### src/hdl/binary_min_heap_queue_unit_defines.svh
// Assertion macros for the binary min-heap queue unit.
`ifndef BINARY_MIN_HEAP_QUEUE_UNIT_DEFINES_SVH
`define BINARY_MIN_HEAP_QUEUE_UNIT_DEFINES_SVH

`ifndef NO_ASSERTIONS
`define BMHQ_ASSERT_SAME(label, ante, cons) \
  label: assert property (@(posedge clk) disable iff (rst) (ante) |-> (cons)) \
    else $error("bmhq check failed");
`define BMHQ_ASSERT_NEXT(label, ante, cons) \
  label: assert property (@(posedge clk) disable iff (rst) (ante) |=> (cons)) \
    else $error("bmhq check failed");
`else
`define BMHQ_ASSERT_SAME(label, ante, cons)
`define BMHQ_ASSERT_NEXT(label, ante, cons)
`endif

`endif

### src/hdl/bmhq_pkg.sv
// Shared types, codes and constants of the binary min-heap queue unit.
`default_nettype none

package bmhq_pkg;

  localparam int KEY_W        = 32;
  localparam int INDEX_W      = 10;
  localparam int COUNT_W      = 11;
  localparam int CAPACITY_DEF = 1024;

  typedef logic signed [KEY_W-1:0] key_t;

  localparam key_t KEY_MAX = 32'sh7fff_ffff;

  localparam logic [1:0] ST_OK    = 2'd0;
  localparam logic [1:0] ST_EMPTY = 2'd1;
  localparam logic [1:0] ST_FULL  = 2'd2;
  localparam logic [1:0] ST_RANGE = 2'd3;

  typedef enum logic [1:0] {
    OP_INSERT   = 2'd0,
    OP_DECREASE = 2'd1,
    OP_EXTRACT  = 2'd2,
    OP_SIFT     = 2'd3
  } op_t;

  typedef enum logic [3:0] {
    C_IDLE,
    C_CAPTURE,
    C_CHECK,
    C_INS_BEGIN,
    C_DEC_BEGIN,
    C_EX_READ,
    C_EX_LOAD,
    C_HS_READ,
    C_HS_LOAD,
    C_UP_STEP,
    C_UP_EVAL,
    C_DN_READ,
    C_DN_EVAL,
    C_FINISH
  } cmd_code_t;

  typedef struct packed {
    cmd_code_t code;
    op_t       op;
  } cmd_t;

  typedef struct packed {
    logic err;
    logic root;
    logic up_stop;
    logic dn_stop;
    logic heap_empty;
  } sts_t;

endpackage

`default_nettype wire

### src/hdl/bmhq_ctrl.sv
// Controller: sequences checks, heap walks and the result strobe.
`default_nettype none

module bmhq_ctrl (
  input  wire logic           clk,
  input  wire logic           rst,
  input  wire logic           start,
  input  wire logic [1:0]     op,
  output logic                busy,
  output bmhq_pkg::cmd_t      cmd,
  input  wire bmhq_pkg::sts_t sts
);

  typedef enum logic [3:0] {
    S_IDLE,
    S_CHECK,
    S_BEGIN,
    S_EX_RD,
    S_EX_LD,
    S_HS_RD,
    S_HS_LD,
    S_UP_RD,
    S_UP_EV,
    S_DN_RD,
    S_DN_EV,
    S_RESULT
  } state_t;

  state_t        state;
  state_t        state_next;
  bmhq_pkg::op_t op_r;

  always_comb begin
    state_next = state;
    cmd.code   = bmhq_pkg::C_IDLE;
    cmd.op     = op_r;
    case (state)
      S_IDLE: begin
        if (start) begin
          cmd.code   = bmhq_pkg::C_CAPTURE;
          state_next = S_CHECK;
        end
      end
      S_CHECK: begin
        cmd.code = bmhq_pkg::C_CHECK;
        if (sts.err) begin
          state_next = S_RESULT;
        end else if (op_r inside {bmhq_pkg::OP_INSERT, bmhq_pkg::OP_DECREASE}) begin
          state_next = S_BEGIN;
        end else if (op_r == bmhq_pkg::OP_EXTRACT) begin
          state_next = S_EX_RD;
        end else begin
          state_next = S_HS_RD;
        end
      end
      S_BEGIN: begin
        cmd.code = (op_r == bmhq_pkg::OP_INSERT) ? bmhq_pkg::C_INS_BEGIN
                                                 : bmhq_pkg::C_DEC_BEGIN;
        state_next = S_UP_RD;
      end
      S_EX_RD: begin
        cmd.code   = bmhq_pkg::C_EX_READ;
        state_next = S_EX_LD;
      end
      S_EX_LD: begin
        cmd.code   = bmhq_pkg::C_EX_LOAD;
        state_next = sts.heap_empty ? S_RESULT : S_DN_RD;
      end
      S_HS_RD: begin
        cmd.code   = bmhq_pkg::C_HS_READ;
        state_next = S_HS_LD;
      end
      S_HS_LD: begin
        cmd.code   = bmhq_pkg::C_HS_LOAD;
        state_next = S_DN_RD;
      end
      S_UP_RD: begin
        cmd.code   = bmhq_pkg::C_UP_STEP;
        state_next = sts.root ? S_RESULT : S_UP_EV;
      end
      S_UP_EV: begin
        cmd.code   = bmhq_pkg::C_UP_EVAL;
        state_next = sts.up_stop ? S_RESULT : S_UP_RD;
      end
      S_DN_RD: begin
        cmd.code   = bmhq_pkg::C_DN_READ;
        state_next = S_DN_EV;
      end
      S_DN_EV: begin
        cmd.code   = bmhq_pkg::C_DN_EVAL;
        state_next = sts.dn_stop ? S_RESULT : S_DN_RD;
      end
      S_RESULT: begin
        cmd.code   = bmhq_pkg::C_FINISH;
        state_next = S_IDLE;
      end
      default: begin
        state_next = S_IDLE;
      end
    endcase
  end

  always_ff @(posedge clk) begin
    if (rst) begin
      state <= S_IDLE;
      busy  <= 1'b0;
      op_r  <= bmhq_pkg::OP_INSERT;
    end else begin
      state <= state_next;
      busy  <= (state_next != S_IDLE);
      if (state == S_IDLE && start) begin
        op_r <= bmhq_pkg::op_t'(op);
      end
    end
  end

endmodule

`default_nettype wire

### config.mk
export PLATFORM = sky130hd
export DESIGN_NAME = bmhq_ctrl
export DESIGN_NICKNAME = d
export VERILOG_FILES = /design/src/hdl/binary_min_heap_queue_unit_defines.svh /design/src/hdl/bmhq_pkg.sv /design/src/hdl/bmhq_ctrl.sv
export SDC_FILE = /design/constraint.sdc
export NUM_CORES = 1
export LEC_CHECK = 0
export BUFFER_PORTS_ARGS = -buffer_cell sky130_fd_sc_hd__buf_2
export CAP_MARGIN = 40
export CELL_PAD_IN_SITES_DETAIL_PLACEMENT = 1
export CELL_PAD_IN_SITES_GLOBAL_PLACEMENT = 2
export CORE_UTILIZATION = 29
export DETAILED_ROUTE_END_ITERATION = 16
export HOLD_SLACK_MARGIN = 0.03
export PLACE_DENSITY_LB_ADDON = 0.3
export SLEW_MARGIN = 0
export SYNTH_ARGS = -nofsm -noshare
export SYNTH_HDL_FRONTEND = slang
export SYNTH_SLANG_ARGS = --single-unit
export TNS_END_PERCENT = 50
### constraint.sdc
create_clock -name clk -period 3 [get_ports clk]
set_input_delay 0.45 -clock clk [delete_from_list [all_inputs] [get_ports clk]]
set_output_delay 0.45 -clock clk [all_outputs]
set_load 0.005 [all_outputs]
==> run_results.csv <==
group,metric,value,unit
status,outcome,"finished clean",
timing,finalSetupTns,0,ns
grt,overflow,0,
finish,fin_nets,98,
placement,place_congestion,0.7119,
worst_setup_path,reg2reg_slack,1.24,ns
timing,relSlewSlack,0.5323,
cts,clockRootBuffer,"clkbuf_4",
grt,grt_max_degree,20,
floorplan,start_util,0.3200,
pwr,p_leak,0.2897,nW
finish,syn_to_final_growth,16.89,%
pwr,peakVddDrop,0.6772,mV
timing,worst_slack,0.9276,ns
grt,use_met3,0.07059,
floorplan,num_rows,15,
worst_setup_path,cp.arrival,1.62,ns
finish,fin_area,666.9,um2
route,drt-initial-drc-count,4,
cts,cts_setup_buffers,0,
timing,fin_crit,2.072,ns
logic_synthesis,syn_avg_cell_area,7.816,um2
grt,grt_pass1_wl,2470,um
floorplan,core-area,0.001783,mm2
route,route.vias.total,577,
floorplan,io_pins,17,
route,drc,0,
timing,rsz0062_at_grt,"no",
timing,finalMaxSlewViolations,0,
cts,insertion_delay,0.26,ns
worst_setup_path,slowest_delay,0.52,ns
worst_setup_path,path_class,"reg2out",
logic_synthesis,syn_area,570.5,um2
timing,fin_crit_sh,0.6908,
cts,clock-sinks,7,
logic_synthesis,synth_seq_cells,7,
pwr,cellPowerDensity,1087,mW/mm2
logic_synthesis,synth_nets,83,
worst_setup_path,endpoint_kind,"primary output",
route,drt-pass1-iter-count,2,
grt,grt-busiest-layer,"met2",
finish,fin_util,0.3740,
route,routedWlPerCell,12.88,um
timing,finalSetupViolCount,0,
timing,fin_skew,0.005079,ns
logic_synthesis,synthCells,73,
worst_setup_path,path_cells,"nor3_1 -> nor2_1 -> mux2_2 -> buf_2",
finish,drive_above_1_share,0.3333,
logic_synthesis,ys_types,28,
grt,grt_pass1_vias,551,
placement,dpl_cell_area,639.4,um2
placement,preCtsSetupSlack,1.196,ns
route,routed_via_density,5.152,
floorplan,die_w,46.36,um
cts,clkSlewWorstSetupHoldPaths,0.05,ns
grt,grtUsageMet1,0.2230,
floorplan,dieArea,0.002149,mm2
worst_setup_path,path_max_fanout,17,
cts,cts_tree,"yes",
placement,io_buffer_count,16,
cts,htree_levels,1,
cts,cts_made_buffers,3,
grt,antenna_found_initial,0,
placement,dp_hpwl,1089,um
timing,hold_viol_final,0,
logic_synthesis,seq_area_frac_synth,0.2456,
worst_setup_path,cp.required,2.55,ns
job,max_cap_viol_count,0,
cts,clk_path_buf_depth,2,
grt,met2_usage,0.2444,
worst_setup_path,startpoint_type,"flop",
route,drt_wl_total,1443,um
timing,max_freq,482.5,MHz
cts,postCtsHoldBufs,0,
logic_synthesis,synth.yosys.warnings,0,
floorplan,die_h,46.36,um
route,ant_nets,0,
finish,n_antenna_cell,0,
grt,track_usage,0.1661,
timing,worstMarginPinSlew,0.7005,ns
hold_path,hold_class,"in2reg",
worst_setup_path,critPathSlowestCell,"dfxtp_1",
cts,postCtsResizedCells,0,
[where the power goes]
part	internal, mW	total (mW)	switching (mW)
registers	0.128	0.247	0.119
clock network	0.0489	0.0882	0.0393
logic	0.201	0.389	0.189
[cell families (layout without fill, tap and decap cells)]
kind of cell	count (synthesis)	in the layout	share of synthesized area
AND/OR/NAND/NOR	34	34	0.3596
flip-flops	7	7	0.2456
AO/OA/AOI/OAI	19	19	0.2281
multiplexers	4	4	0.07237
buffers and inverters	9	23	0.09430
[path summary, 6_finish.rpt]
path	startpoint	end	cells past startpoint
max	state[3]	cmd[4]	4
min	rst	op_r[0]	2
max reg2reg	state[2]	busy	5
min reg2reg	op_r[0]	op_r[0]	2
[per-stage QoR]
step	hold slack, ns	std cells	total power [mW]
after floorplan	0.5188	73	0.5459
after global placement	0.5596	108	0.6350
after detailed placement	0.5540	108	0.6440
after CTS	0.3693	112	0.7375
after global routing	0.3688	112	0.8065
final	0.3800	112	0.7250
[metal layers]
layer,wire (um),vias to the layer above,part of all wire
li1,-,293,-
met1,707,267,0.49
met2,664,15,0.46
met3,62,2,0.043
met4,10,0,0.0069
met5,0,-,0
[synthesized netlist by cell type]
library cell | count | area, um2
nor2_1 | 12 | 45.04
dfxtp_1 | 7 | 140.1
a21oi_1 | 4 | 20.02
buf_2 | 4 | 20.02
nand3_1 | 4 | 20.02
nor3_1 | 4 | 20.02
inv_1 | 3 | 11.26
mux2i_1 | 3 | 30.03
nand2_1 | 3 | 11.26
o21ai_0 | 3 | 15.01
a31oi_1 | 2 | 12.51
and3_1 | 2 | 12.51
buf_6 | 2 | 22.52
nor2_2 | 2 | 12.51
nor2b_1 | 2 | 12.51
nor4_4 | 2 | 42.54
o211ai_1 | 2 | 15.01
o21ai_1 | 2 | 10.01
a211oi_2 | 1 | 12.51
a221oi_1 | 1 | 8.760
a32oi_1 | 1 | 8.760
and3b_1 | 1 | 8.760
mux2_2 | 1 | 11.26
nand2b_4 | 1 | 13.76
o21bai_1 | 1 | 7.510
o21bai_2 | 1 | 11.26
o32ai_1 | 1 | 8.760
or2_2 | 1 | 6.260
[state kept, by name, indices dropped and copies added, names as in the netlist]
register / count
busy: 1
state: 4
op_r: 2
[critical path: cells and delay by family (launching register included)]
family                 cells  cell delay, ns
multiplexers               1            0.28
flip-flops                 1            0.52
AND/OR/NAND/NOR            2            0.44
buffers and inverters      1            0.12
[area by class of cell]
type                       instances  area (um2)
fill                             231        1116
timing repair buffer              16       80.08
inverter                           3       11.26
clock inverter                     1       5.005
tap                               25       31.28
clock buffer                       3       22.52
sequential                         7       140.1
multi-input combinational         57       376.6
[cells in the final DEF, fill, tap and decap left out, drive strengths merged, types with 2 or more instances in the layout]
cell type,count
buf,16
nor2,14
dfxtp,7
o21ai,5
nor3,4
a21oi,4
nand3,4
mux2i,3
nand2,3
inv,3
clkbuf,3
nor2b,2
a31oi,2
o211ai,2
nor4,2
and3,2
o21bai,2
Note: power is estimated with default switching activity, not from simulation.
